**config.mk**
```make
export PLATFORM = sky130hd
export DESIGN_NAME = int_to_decimal_digits_flat
export DESIGN_NICKNAME = d
export VERILOG_FILES = /design/src/rtl/itdd_pkg.sv /design/src/rtl/itdd_if.sv /design/src/rtl/itdd_dabble.sv /design/src/rtl/int_to_decimal_digits.sv /design/src/flat_wrapper.sv
export SDC_FILE = /design/constraint.sdc
export NUM_CORES = 1
export LEC_CHECK = 0
export BUFFER_PORTS_ARGS = -buffer_cell sky130_fd_sc_hd__buf_2
export CAP_MARGIN = 20
export CORE_MARGIN = 3
export CORE_UTILIZATION = 60
export CTS_BUF_LIST = sky130_fd_sc_hd__clkbuf_16
export CTS_CLUSTER_DIAMETER = 50
export CTS_CLUSTER_SIZE = 30
export DETAILED_ROUTE_END_ITERATION = 12
export MAX_ROUTING_LAYER = met4
export PLACE_DENSITY = 0.87
export SLEW_MARGIN = 0
export SYNTH_ARGS = -nofsm -noshare
export SYNTH_HDL_FRONTEND = slang
export SYNTH_SLANG_ARGS = --single-unit
```
**constraint.sdc**
```tcl
create_clock -name clock -period 3.8 [get_ports clock]
set_input_delay 0.19 -clock clock [delete_from_list [all_inputs] [get_ports clock]]
set_output_delay 0.19 -clock clock [all_outputs]
set_load 0.01 [all_outputs]
```
**src/rtl/itdd_pkg.sv**
```systemverilog
// Shared types and constants of the fixed-width decimal text formatter.
`default_nettype none

package itdd_pkg;

   localparam int NUMBER_W = 31;
   localparam int COUNT_W = 4;
   localparam int MODE_W = 2;
   localparam int CHAR_W = 8;
   localparam int DIGIT_W = 4;
   localparam int BITS_W = $clog2(NUMBER_W);
   localparam int CSR_INDEX_W = 2;
   localparam int CSR_DATA_W = 8;
   localparam int DEF_MAX_DIGITS = 10;

   localparam logic [CSR_INDEX_W-1:0] CSR_ZERO_CODE = 2'd0;
   localparam logic [CSR_INDEX_W-1:0] CSR_SPACE_CODE = 2'd1;
   localparam logic [CSR_INDEX_W-1:0] CSR_MARK_CODE = 2'd2;
   localparam logic [CSR_INDEX_W-1:0] CSR_END_CODE = 2'd3;

   localparam logic [CHAR_W-1:0] RESET_ZERO_CODE = 8'd161;
   localparam logic [CHAR_W-1:0] RESET_SPACE_CODE = 8'd0;
   localparam logic [CHAR_W-1:0] RESET_MARK_CODE = 8'd172;
   localparam logic [CHAR_W-1:0] RESET_END_CODE = 8'd255;

   localparam logic [MODE_W-1:0] MODE_LEFT = 2'd0;
   localparam logic [MODE_W-1:0] MODE_SPACE = 2'd1;
   localparam logic [MODE_W-1:0] MODE_ZERO = 2'd2;

   localparam logic [DIGIT_W-1:0] DIGIT_MAX = 4'd9;

   typedef enum logic [2:0] {
      ST_IDLE,
      ST_CONV,
      ST_ALIGN,
      ST_EMIT,
      ST_TERM
   } state_type;

   typedef struct packed {
      logic clear;
      logic dabble;
      logic shift;
      logic bit_in;
   } bcd_ctl_type;

endpackage

`default_nettype wire

```
**src/rtl/itdd_if.sv**
```systemverilog
// Valid/ready channel interfaces for the request and response streams.
`default_nettype none

interface itdd_req_if;
   logic                               valid;
   logic                               ready;
   logic [itdd_pkg::NUMBER_W-1:0]      number;
   logic [itdd_pkg::COUNT_W-1:0]       digit_count;
   logic [itdd_pkg::MODE_W-1:0]        align_mode;

   modport source (output valid, output number, output digit_count, output align_mode,
                   input ready);
   modport sink (input valid, input number, input digit_count, input align_mode,
                 output ready);
endinterface

interface itdd_rsp_if;
   logic                               valid;
   logic                               ready;
   logic [itdd_pkg::CHAR_W-1:0]        char_out;
   logic                               last_char;

   modport source (output valid, output char_out, output last_char, input ready);
   modport sink (input valid, input char_out, input last_char, output ready);
endinterface

`default_nettype wire

```
**src/rtl/itdd_dabble.sv**
```systemverilog
// BCD shift register: shift-and-add-3 conversion and digit-wise shift toward the top.
`default_nettype none

module itdd_dabble #(
   parameter int MAX_DIGITS = itdd_pkg::DEF_MAX_DIGITS
) (
   input  wire logic                          clock,
   input  wire itdd_pkg::bcd_ctl_type         ctl,
   output logic [itdd_pkg::DIGIT_W-1:0]       top_digit,
   output logic                               carry
);

   localparam int DW = MAX_DIGITS * itdd_pkg::DIGIT_W;

   logic [DW-1:0] bcd_ff;
   logic [DW-1:0] bcd_in;
   logic [DW-1:0] adj;

   always_comb begin
      for (int i = 0; i < MAX_DIGITS; i++) begin
         if (bcd_ff[i*itdd_pkg::DIGIT_W +: itdd_pkg::DIGIT_W] > 4'd4) begin
            adj[i*itdd_pkg::DIGIT_W +: itdd_pkg::DIGIT_W] =
               bcd_ff[i*itdd_pkg::DIGIT_W +: itdd_pkg::DIGIT_W] + 4'd3;
         end else begin
            adj[i*itdd_pkg::DIGIT_W +: itdd_pkg::DIGIT_W] =
               bcd_ff[i*itdd_pkg::DIGIT_W +: itdd_pkg::DIGIT_W];
         end
      end
   end

   always_comb begin
      bcd_in = bcd_ff;
      if (ctl.clear) begin
         bcd_in = '0;
      end else if (ctl.dabble) begin
         bcd_in = {adj[DW-2:0], ctl.bit_in};
      end else if (ctl.shift) begin
         bcd_in = bcd_ff << itdd_pkg::DIGIT_W;
      end
   end

   always_ff @(posedge clock) begin
      bcd_ff <= bcd_in;
   end

   assign carry = adj[DW-1];
   assign top_digit = bcd_ff[DW-1 -: itdd_pkg::DIGIT_W];

endmodule

`default_nettype wire

```
**src/rtl/int_to_decimal_digits.sv**
```systemverilog
// Top level of the fixed-width binary to decimal text formatter.
//
// Channel   Dir  Payload                              Transfer
// req_ch    in   number, digit_count, align_mode      valid && ready
// rsp_ch    out  char_out, last_char                  valid && ready
// csr_*     in   csr_index, csr_wdata                 csr_we
//
// An item passes through the request transfer, 31 shift-and-add-3 steps of the BCD
// register, one digit shift per position above the digit count, one emitted or skipped
// step per considered position and the terminator.
// A stalled response holds the sequencer in place. Reset is synchronous and loads the
// register defaults.
`default_nettype none

module int_to_decimal_digits #(
   parameter int MAX_DIGITS = itdd_pkg::DEF_MAX_DIGITS
) (
   input  wire logic                              clock,
   input  wire logic                              reset,
   itdd_req_if.sink                               req_ch,
   itdd_rsp_if.source                             rsp_ch,
   input  wire logic                              csr_we,
   input  wire logic [itdd_pkg::CSR_INDEX_W-1:0]  csr_index,
   input  wire logic [itdd_pkg::CSR_DATA_W-1:0]   csr_wdata
);

   localparam int CNT_W = $clog2(MAX_DIGITS + 1);

   itdd_pkg::state_type state_ff, state_in;
   logic [itdd_pkg::NUMBER_W-1:0] num_ff, num_in;
   logic [itdd_pkg::BITS_W-1:0] bits_ff, bits_in;
   logic [CNT_W-1:0] count_ff, count_in;
   logic [CNT_W-1:0] level_ff, level_in;
   logic [itdd_pkg::MODE_W-1:0] mode_ff, mode_in;
   logic ovf_ff, ovf_in;
   logic writing_ff, writing_in;
   logic [itdd_pkg::CHAR_W-1:0] zero_code_ff, space_code_ff, mark_code_ff, end_code_ff;

   itdd_pkg::bcd_ctl_type bcd_ctl;
   logic [itdd_pkg::DIGIT_W-1:0] top_digit;
   logic carry;
   logic [itdd_pkg::COUNT_W-1:0] count_req;
   logic show;
   logic show_writes;

   itdd_dabble #(
      .MAX_DIGITS(MAX_DIGITS)
   ) u_dabble (
      .clock(clock),
      .ctl(bcd_ctl),
      .top_digit(top_digit),
      .carry(carry)
   );

   always_ff @(posedge clock) begin
      if (reset) begin
         zero_code_ff <= itdd_pkg::RESET_ZERO_CODE;
         space_code_ff <= itdd_pkg::RESET_SPACE_CODE;
         mark_code_ff <= itdd_pkg::RESET_MARK_CODE;
         end_code_ff <= itdd_pkg::RESET_END_CODE;
      end else if (csr_we) begin
         case (csr_index)
            itdd_pkg::CSR_ZERO_CODE: zero_code_ff <= csr_wdata;
            itdd_pkg::CSR_SPACE_CODE: space_code_ff <= csr_wdata;
            itdd_pkg::CSR_MARK_CODE: mark_code_ff <= csr_wdata;
            itdd_pkg::CSR_END_CODE: end_code_ff <= csr_wdata;
            default: ;
         endcase
      end
   end

   always_comb begin
      if (req_ch.digit_count == '0) begin
         count_req = itdd_pkg::COUNT_W'(1);
      end else if (req_ch.digit_count > itdd_pkg::COUNT_W'(MAX_DIGITS)) begin
         count_req = itdd_pkg::COUNT_W'(MAX_DIGITS);
      end else begin
         count_req = req_ch.digit_count;
      end
   end

   always_ff @(posedge clock) begin
      if (reset) begin
         state_ff <= itdd_pkg::ST_IDLE;
      end else begin
         state_ff <= state_in;
      end
   end

   always_ff @(posedge clock) begin
      num_ff <= num_in;
      bits_ff <= bits_in;
      count_ff <= count_in;
      level_ff <= level_in;
      mode_ff <= mode_in;
      ovf_ff <= ovf_in;
      writing_ff <= writing_in;
   end

   always_comb begin
      state_in = state_ff;
      num_in = num_ff;
      bits_in = bits_ff;
      count_in = count_ff;
      level_in = level_ff;
      mode_in = mode_ff;
      ovf_in = ovf_ff;
      writing_in = writing_ff;
      bcd_ctl = '0;
      bcd_ctl.bit_in = num_ff[itdd_pkg::NUMBER_W-1];
      req_ch.ready = 1'b0;
      rsp_ch.valid = 1'b0;
      rsp_ch.char_out = end_code_ff;
      rsp_ch.last_char = 1'b0;
      show = 1'b0;
      show_writes = 1'b0;

      case (state_ff)
         itdd_pkg::ST_IDLE: begin
            req_ch.ready = 1'b1;
            if (req_ch.valid) begin
               num_in = req_ch.number;
               count_in = CNT_W'(count_req);
               mode_in = req_ch.align_mode;
               bits_in = itdd_pkg::BITS_W'(itdd_pkg::NUMBER_W - 1);
               level_in = CNT_W'(MAX_DIGITS);
               ovf_in = 1'b0;
               writing_in = 1'b0;
               bcd_ctl.clear = 1'b1;
               state_in = itdd_pkg::ST_CONV;
            end
         end
         itdd_pkg::ST_CONV: begin
            bcd_ctl.dabble = 1'b1;
            num_in = num_ff << 1;
            if (carry) begin
               ovf_in = 1'b1;
            end
            if (bits_ff == '0) begin
               state_in = itdd_pkg::ST_ALIGN;
            end else begin
               bits_in = bits_ff - itdd_pkg::BITS_W'(1);
            end
         end
         itdd_pkg::ST_ALIGN: begin
            if (level_ff > count_ff) begin
               bcd_ctl.shift = 1'b1;
               level_in = level_ff - CNT_W'(1);
               if (top_digit != '0) begin
                  ovf_in = 1'b1;
               end
            end else begin
               state_in = itdd_pkg::ST_EMIT;
            end
         end
         itdd_pkg::ST_EMIT: begin
            if (level_ff == count_ff && ovf_ff) begin
               show = 1'b1;
               show_writes = 1'b1;
               rsp_ch.char_out = mark_code_ff;
            end else if (writing_ff || mode_ff == itdd_pkg::MODE_ZERO ||
                         top_digit != '0 || level_ff == CNT_W'(1)) begin
               show = 1'b1;
               show_writes = 1'b1;
               rsp_ch.char_out = zero_code_ff + {{(itdd_pkg::CHAR_W - itdd_pkg::DIGIT_W){1'b0}},
                                                 top_digit};
            end else if (mode_ff == itdd_pkg::MODE_SPACE) begin
               show = 1'b1;
               rsp_ch.char_out = space_code_ff;
            end
            rsp_ch.valid = show;
            if (!show || rsp_ch.ready) begin
               bcd_ctl.shift = 1'b1;
               level_in = level_ff - CNT_W'(1);
               if (show_writes) begin
                  writing_in = 1'b1;
               end
               if (level_ff == CNT_W'(1)) begin
                  state_in = itdd_pkg::ST_TERM;
               end
            end
         end
         itdd_pkg::ST_TERM: begin
            rsp_ch.valid = 1'b1;
            rsp_ch.char_out = end_code_ff;
            rsp_ch.last_char = 1'b1;
            if (rsp_ch.ready) begin
               state_in = itdd_pkg::ST_IDLE;
            end
         end
         default: begin
            state_in = itdd_pkg::ST_IDLE;
         end
      endcase
   end

   // An accepted request always starts the conversion in the next cycle.
   assert property (@(posedge clock) disable iff (reset)
      (req_ch.valid && req_ch.ready) |=> (state_ff == itdd_pkg::ST_CONV))
      else $error("request transfer did not start the conversion");

   // While positions are emitted, the position counter stays within the digit count.
   assert property (@(posedge clock) disable iff (reset)
      (state_ff == itdd_pkg::ST_EMIT) |-> (level_ff <= count_ff && level_ff != '0))
      else $error("position counter left the considered positions");

   // Below the leading position the BCD register holds only valid decimal digits.
   assert property (@(posedge clock) disable iff (reset)
      (state_ff == itdd_pkg::ST_EMIT && level_ff != count_ff) |->
         (top_digit <= itdd_pkg::DIGIT_MAX))
      else $error("lower position holds a digit above nine");

   // The terminator transfer ends the item and returns the block to idle.
   assert property (@(posedge clock) disable iff (reset)
      (rsp_ch.valid && rsp_ch.ready && rsp_ch.last_char) |=>
         (state_ff == itdd_pkg::ST_IDLE))
      else $error("terminator transfer did not end the item");

endmodule

`default_nettype wire
```
**src/flat_wrapper.sv**
```systemverilog
// flat-port wrapper written by rule: the top's interface ports become plain ports
module int_to_decimal_digits_flat 
#(
   parameter int MAX_DIGITS = itdd_pkg::DEF_MAX_DIGITS
)
  (clock, reset, csr_we, csr_index, csr_wdata, req_ch_valid, req_ch_number, req_ch_digit_count, req_ch_align_mode, req_ch_ready, rsp_ch_valid, rsp_ch_char_out, rsp_ch_last_char, rsp_ch_ready);
  itdd_req_if req_ch_i ();
  itdd_rsp_if rsp_ch_i ();
  input  wire logic clock;
  input  wire logic reset;
  input  wire logic csr_we;
  input  wire logic [itdd_pkg::CSR_INDEX_W-1:0] csr_index;
  input  wire logic [itdd_pkg::CSR_DATA_W-1:0] csr_wdata;
  input wire logic [$bits(req_ch_i.valid)-1:0] req_ch_valid;
  input wire logic [$bits(req_ch_i.number)-1:0] req_ch_number;
  input wire logic [$bits(req_ch_i.digit_count)-1:0] req_ch_digit_count;
  input wire logic [$bits(req_ch_i.align_mode)-1:0] req_ch_align_mode;
  output wire logic [$bits(req_ch_i.ready)-1:0] req_ch_ready;
  output wire logic [$bits(rsp_ch_i.valid)-1:0] rsp_ch_valid;
  output wire logic [$bits(rsp_ch_i.char_out)-1:0] rsp_ch_char_out;
  output wire logic [$bits(rsp_ch_i.last_char)-1:0] rsp_ch_last_char;
  input wire logic [$bits(rsp_ch_i.ready)-1:0] rsp_ch_ready;
  assign req_ch_i.valid = req_ch_valid;
  assign req_ch_i.number = req_ch_number;
  assign req_ch_i.digit_count = req_ch_digit_count;
  assign req_ch_i.align_mode = req_ch_align_mode;
  assign req_ch_ready = req_ch_i.ready;
  assign rsp_ch_valid = rsp_ch_i.valid;
  assign rsp_ch_char_out = rsp_ch_i.char_out;
  assign rsp_ch_last_char = rsp_ch_i.last_char;
  assign rsp_ch_i.ready = rsp_ch_ready;
  int_to_decimal_digits #(.MAX_DIGITS(MAX_DIGITS)) u_core (.clock(clock), .reset(reset), .req_ch(req_ch_i), .rsp_ch(rsp_ch_i), .csr_we(csr_we), .csr_index(csr_index), .csr_wdata(csr_wdata));
endmodule
```
# Yosys cells after proc, flatten, opt, wreduce, memory -nomap -nowiden
# Cells that the tools add are included.
# word_totals
reg_bits	123
input_bits	52
output_inout_bits	11
# op_classes
addsub	13
magnitude_cmp	12
n_eq_ne	22
muxes	57
n_reduce_logical	28
# op_table
op	count
2-to-1 mux 40 bit	2
case mux 31 bit (2 select lines)	1
2-to-1 mux 4 bit	14
adder 4 x 2 -> 4 bit (second input constant)	10
greater-than comparator 4 x 3 -> 1 bit (second input constant)	10
2-to-1 mux 8 bit	4
2-to-1 mux 31 bit	1
2-to-1 mux 1 bit	20
2-to-1 mux 3 bit	6
case mux 3 bit (5 select lines)	1
inequality test 2 x 1 -> 1 bit (second input constant)	6
case mux 4 bit (3 select lines)	1
AND reduction 2 bit	6
2-to-1 mux 5 bit	2
inequality test 2 bit (second input constant)	5
case mux 5 bit (2 select lines)	1
adder 8 x 4 -> 8 bit	1
AND reduction 4 bit	2
equality test 2 bit (second input constant)	3
equality test 3 x 2 -> 1 bit (second input constant)	2
case mux 1 bit (2 select lines)	3
AND reduction 6 bit	1
nonzero test 2 bit	3
nonzero test 3 bit	2
21 further kinds	25

# Longest topological paths before layout
# logic_depth
ltp_word	13
mapped_depth	10
ltp_nobuf	9

# By module
# Synthesis repeated with hierarchy kept, for this count alone.
# hier_totals
cells_unflattened	757
area_unflattened_um2	7116.8
# modules_own_cells
mod	n_inst	cells_per_inst	area_per_inst_um2	seq_area_each_um2
int_to_decimal_digits	1	408	4180.3	2142.1
itdd_dabble	1	349	2936.6	800.8

# Worst setup path after synthesis
# No wires, ideal clock.
# synth_path
kind	register -> register
startpoint	register u_core.u_dabble.bcd_ff[37]
endpoint	register u_core.level_ff[0] (enable)
setup_time_ps	390
arrival_time_ps	2434
t_required_ps	3410
setup_slack_ps	976
path_stages_with_launch	7
n_path_buf	0
period_less_slack_ps	2824
cell_sequence	dfxtp_1 inv_1 ha_1 or3b_1 a2111oi_4 a311oi_1 a2111oi_0
# synth_via
elab_chain_cells	10
# synth_rtl
element	line_no	source
from (decl)	itdd_dabble.sv:15	logic [DW-1:0] bcd_ff;
from (signal assigned)	itdd_dabble.sv:43	bcd_ff <= bcd_in;
nonzero test 4 bit	int_to_decimal_digits.sv:162	top_digit != '0 || level_ff == CNT_W'(1)) begin
logical OR 1 bit	int_to_decimal_digits.sv:161	end else if (writing_ff || mode_ff == itdd_pkg::MODE_ZERO ||
logical OR 1 bit	int_to_decimal_digits.sv:162	
2-to-1 mux 1 bit	int_to_decimal_digits.sv:161	
2-to-1 mux 1 bit	int_to_decimal_digits.sv:157	if (level_ff == count_ff && ovf_ff) begin
2-to-1 mux 1 bit	int_to_decimal_digits.sv:118	case (state_ff)
zero test 1 bit	int_to_decimal_digits.sv:172	if (!show || rsp_ch.ready) begin
logical OR 1 bit	int_to_decimal_digits.sv:172	
inequality test 2 x 1 -> 1 bit (no source line)	n/a	
AND reduction 4 bit (no source line)	n/a	
to (signal assigned)	int_to_decimal_digits.sv:94	level_ff <= level_in;
to (decl)	int_to_decimal_digits.sv:33	logic [CNT_W-1:0] level_ff, level_in;
# No other way between the ends. The select of a mux whose other input is x is not followed.
# A chain may end at the register's enable or synchronous reset.

# Worst setup path after layout
# layout_path
startpoint	register u_core.state_ff[2]
endpoint	output rsp_ch_char_out[6]
# layout_via
elab_chain_cells	2
# layout_rtl
element	line_no	source
from (decl)	int_to_decimal_digits.sv:29	itdd_pkg::state_type state_ff, state_in;
from (signal assigned)	int_to_decimal_digits.sv:84	state_ff <= itdd_pkg::ST_IDLE;
from (signal assigned)	int_to_decimal_digits.sv:86	state_ff <= state_in;
equality test 3 x 2 -> 1 bit	int_to_decimal_digits.sv:118	
2-to-1 mux 8 bit	int_to_decimal_digits.sv:118	
to (decl)	flat_wrapper.sv:20	output wire logic [$bits(rsp_ch_i.char_out)-1:0] rsp_ch_char_out;
# No other way between the ends.

==> results.yml <==
route:
  post-route-drc-count: 0
  route.detailed.vias_per_inst: 5.75
  via_count: 5800
  number_of_nets_still_failing_antenna_checks_after_routing: 0
  detail_route.wl_per_cell_microns: 14.9
  drt_first_pass_iters: 5
  drt_iter0_drc: 657
  wl_mm: 15.1
final_layout:
  fraction_of_layout_instances_using_a_drive_strength_above_1_pct: 12.4
  n_antenna_cell: 0
  layoutNonFillerInstCount: 1008
  nNetsFinal: 938
  layout-area-overhead-vs-synth_pct: 15.2
clock_network:
  clk_slew_on_worst_s_h_paths_ps: 60
  postCtsSetupBuffers: 0
  clkLatencyLatePin_ps: 420
  cts.path.max_buffers: 2
  htree_num_levels: 4
  cts_buffers: 17
  clock_sink_count: 123
  ctsRootBufferMaster: "sky130_fd_sc_hd__clkbuf_16"
  cts_tree: "built"
floorplan:
  die_width_microns: 112
  die-area_sq_mm: 0.0125
  chip_height_microns: 112
  rows: 38
  core_region_area_sq_mm: 0.0109
  boundaryPins: 63
  initial_core_util_pct: 61.8
pwr:
  power_density_mw_per_mm2: 767
  vdd_drop_max_mv: 0.475
  leakagePower_nw: 3.25
critical_path:
  critical-path-max-stage-delay_ps: 540
  critical_path.cell_chain: "nor2b_1, nand2_1, clkinv_1, and3_1, a21oi_1, o21ai_0, buf_2"
  worst_setup_path_start_kind: "flip-flop"
  critical_path_buffer_and_inverter_count: 2
  cp_data_required_time_ps: 3610
  critical_path_peak_fanout: 14
  crit_family: "simple AND/OR/NAND/NOR gates"
  path_class: "reg2out"
  crit_slowest_cell: "sky130_fd_sc_hd__dfxtp_1"
  rrSetupSlack_ps: 850
  timing.critical_path.arrival_ps: 2780
  critical_path_depth: 7
  setup.worst_path.end_class: "primary output"
  r2r_cells: 10
placed_design:
  globalplace.congestion: 0.912
  post-place-cells: 973
  portBuffers: 62
  place.detailed.hpwl_mm: 9.61
grt:
  grt_antenna_before_repair: 0
  gr-total-overflow: 0
  grt_pass1_vias: 5337
  global_route_wire_length_before_repair_mm: 24.9
  maximum_number_of_pins_on_one_net_before_global_route_repair: 66
  grt_util_all_layers_pct: 24.8
synthesis:
  post_synth_design_cell_area_sq_mm: 0.00673
  yosys.area.top_type_share_pct: 22.3
  proportion_of_synthesized_flip_flops_having_asynchronous_set_or_reset_pct: 0
  synth.top_cells.by_area: "sky130_fd_sc_hd__dfxtp_1 22%, sky130_fd_sc_hd__edfxtp_1 21%, sky130_fd_sc_hd__nand2_1 11%"
  synth.net_count: 888
  synth_seq_cells: 123
  synthesis.area_per_instance_sq_um: 8.36
  netlist_top_cells_count: "201 x sky130_fd_sc_hd__nand2_1, 75 x sky130_fd_sc_hd__dfxtp_1, 68 x sky130_fd_sc_hd__o21ai_0"
  post-synth-top-count-cell: "sky130_fd_sc_hd__nand2_1"
  synthDominantAreaCellType: "sky130_fd_sc_hd__dfxtp_1"
  yosys_warnings: 0
  number_of_synthesized_flops_with_an_enable_pin: 48
  post_synth_num_cell_types: 50
  ys_dominant_reg_cell: "sky130_fd_sc_hd__dfxtp_1"
  synthesis.instances: 805
  synth-seq-area-share_pct: 43.7
sta:
  unrepaired_setup_endpoints_after_global_routing: "no"
  layout_min_cycle_time_ps: 2970
  worst_hold_slack_ps: 37.6
  timing.final.crit_share_pct: 78.3
  timing_worst_slew_pin_value_ps: 709
  worst_slew_margin_rel_pct: 52.8
  finalSetupTns_ps: 0
  f_max_mhz: 336
  timing_hold_violations_final: 0
  finalSetupViolCount: 0
  final-max-slew-violation-count: 0
  final.setup_skew_ps: 7.29
run:
  maxCapViolations: 0
outcome:
  status: "completed"
hold_path:
  hold-path-cell-count: 2
  worstHoldPathType: "in2reg"
[cells in the final DEF (no fill, tap or decap), types with 11 or more instances in the layout]
master / n
sky130_fd_sc_hd__nand2_1: 200
sky130_fd_sc_hd__dfxtp_1: 75
sky130_fd_sc_hd__o21ai_0: 68
sky130_fd_sc_hd__buf_2: 62
sky130_fd_sc_hd__inv_1: 54
sky130_fd_sc_hd__nor2_1: 48
sky130_fd_sc_hd__edfxtp_1: 48
sky130_fd_sc_hd__a21oi_1: 39
sky130_fd_sc_hd__ha_1: 30
sky130_fd_sc_hd__o31ai_1: 25
sky130_fd_sc_hd__mux2i_1: 22
sky130_fd_sc_hd__xnor2_1: 19
sky130_fd_sc_hd__clkbuf_16: 17
sky130_fd_sc_hd__nor2b_1: 13
sky130_fd_sc_hd__nand3b_1: 13
sky130_fd_sc_hd__a211oi_1: 12
sky130_fd_sc_hd__and3_1: 11
sky130_fd_sc_hd__o211ai_1: 11
[final cells by class]
type,instances,area (sq um)
Sequential cell,123,2940
Inverter,54,203
Fill cell,774,3130
Multi-Input combinational cell,585,3410
Timing Repair Buffer,74,420
Tap cell,140,175
Clock buffer,17,425
Clock inverter,15,176
[worst reg2reg max path, delay by kind of cell (launching register included)]
family / cells / cell delay (ps)
buf+inv: 3 / 700
flops: 1 / 330
simple gates: 3 / 690
compound gates: 3 / 890
fa+ha+maj: 1 / 250
[repair_timing]
item                      4_1_cts  5_1_grt
resized for setup               0        0
hold endpoints to repair        3        0
hold buffers                    3        0
[path summary, 6_finish.rpt]
kind                                                                end                               startpoint
worst min-delay path                u_core.zero_code_ff[7]$_SDFFE_PP1P_                             csr_wdata[7]
worst max-delay path                                 rsp_ch_char_out[6]          u_core.state_ff[2]$_SDFFE_PP0P_
worst min register to register   u_core.u_dabble.bcd_ff[0]$_SDFFE_PP0P_              u_core.num_ff[30]$_DFFE_PP_
worst max register to register  u_core.u_dabble.bcd_ff[14]$_SDFFE_PP0P_  u_core.u_dabble.bcd_ff[37]$_SDFFE_PP0P_
[sequential cells by signal, indices dropped and copies added (netlist names)]
| register | count |
|---|---|
| u_core.bits_ff | 5 |
| u_core.count_ff | 4 |
| u_core.end_code_ff | 8 |
| u_core.level_ff | 4 |
| u_core.mark_code_ff | 8 |
| u_core.mode_ff | 2 |
| u_core.num_ff | 31 |
| u_core.ovf_ff | 1 |
| u_core.space_code_ff | 8 |
| u_core.state_ff | 3 |
| u_core.u_dabble.bcd_ff | 40 |
| u_core.writing_ff | 1 |
| u_core.zero_code_ff | 8 |
[routing by layer]
layer	share of wire (%)	track usage [%]	up-vias
met5	0	-	-
li1	-	-	2885
met3	4.8	5.71	39
met1	45	30.8	2702
met2	48	39.7	174
met4	1.9	9.16	0
[report_power, final]
| part | total [mW] | switching (mW) | internal [mW] |
|---|---|---|---|
| Clock | 1.65 | 0.618 | 1.03 |
| Sequential | 2.19 | 0.312 | 1.88 |
| Combinational | 2.11 | 1.32 | 0.788 |
| Total | 5.95 | 2.25 | 3.70 |
[metrics by stage]
stage               cell area [sq um]  worst slack, ps  util (%)  power (mW)
global placement                 7120              989      65.4        4.18
detailed placement               7120              886      65.4        4.26
CTS                              7750              849      71.2        5.94
global route                     7750              621      71.2        6.37
floorplan                        6730              976         -        3.75
finish                           7750              826      71.2        5.95
[kinds of logic after synthesis]
group	count (synthesis)	share of synthesized area (%)
flops	123	43.7
fa+ha+maj	32	6.02
mux	22	3.27
xor+xnor	21	2.73
compound gates	194	18.2
simple gates	316	20.3
buf+inv	97	5.69
(Power assumes the default switching activity.)
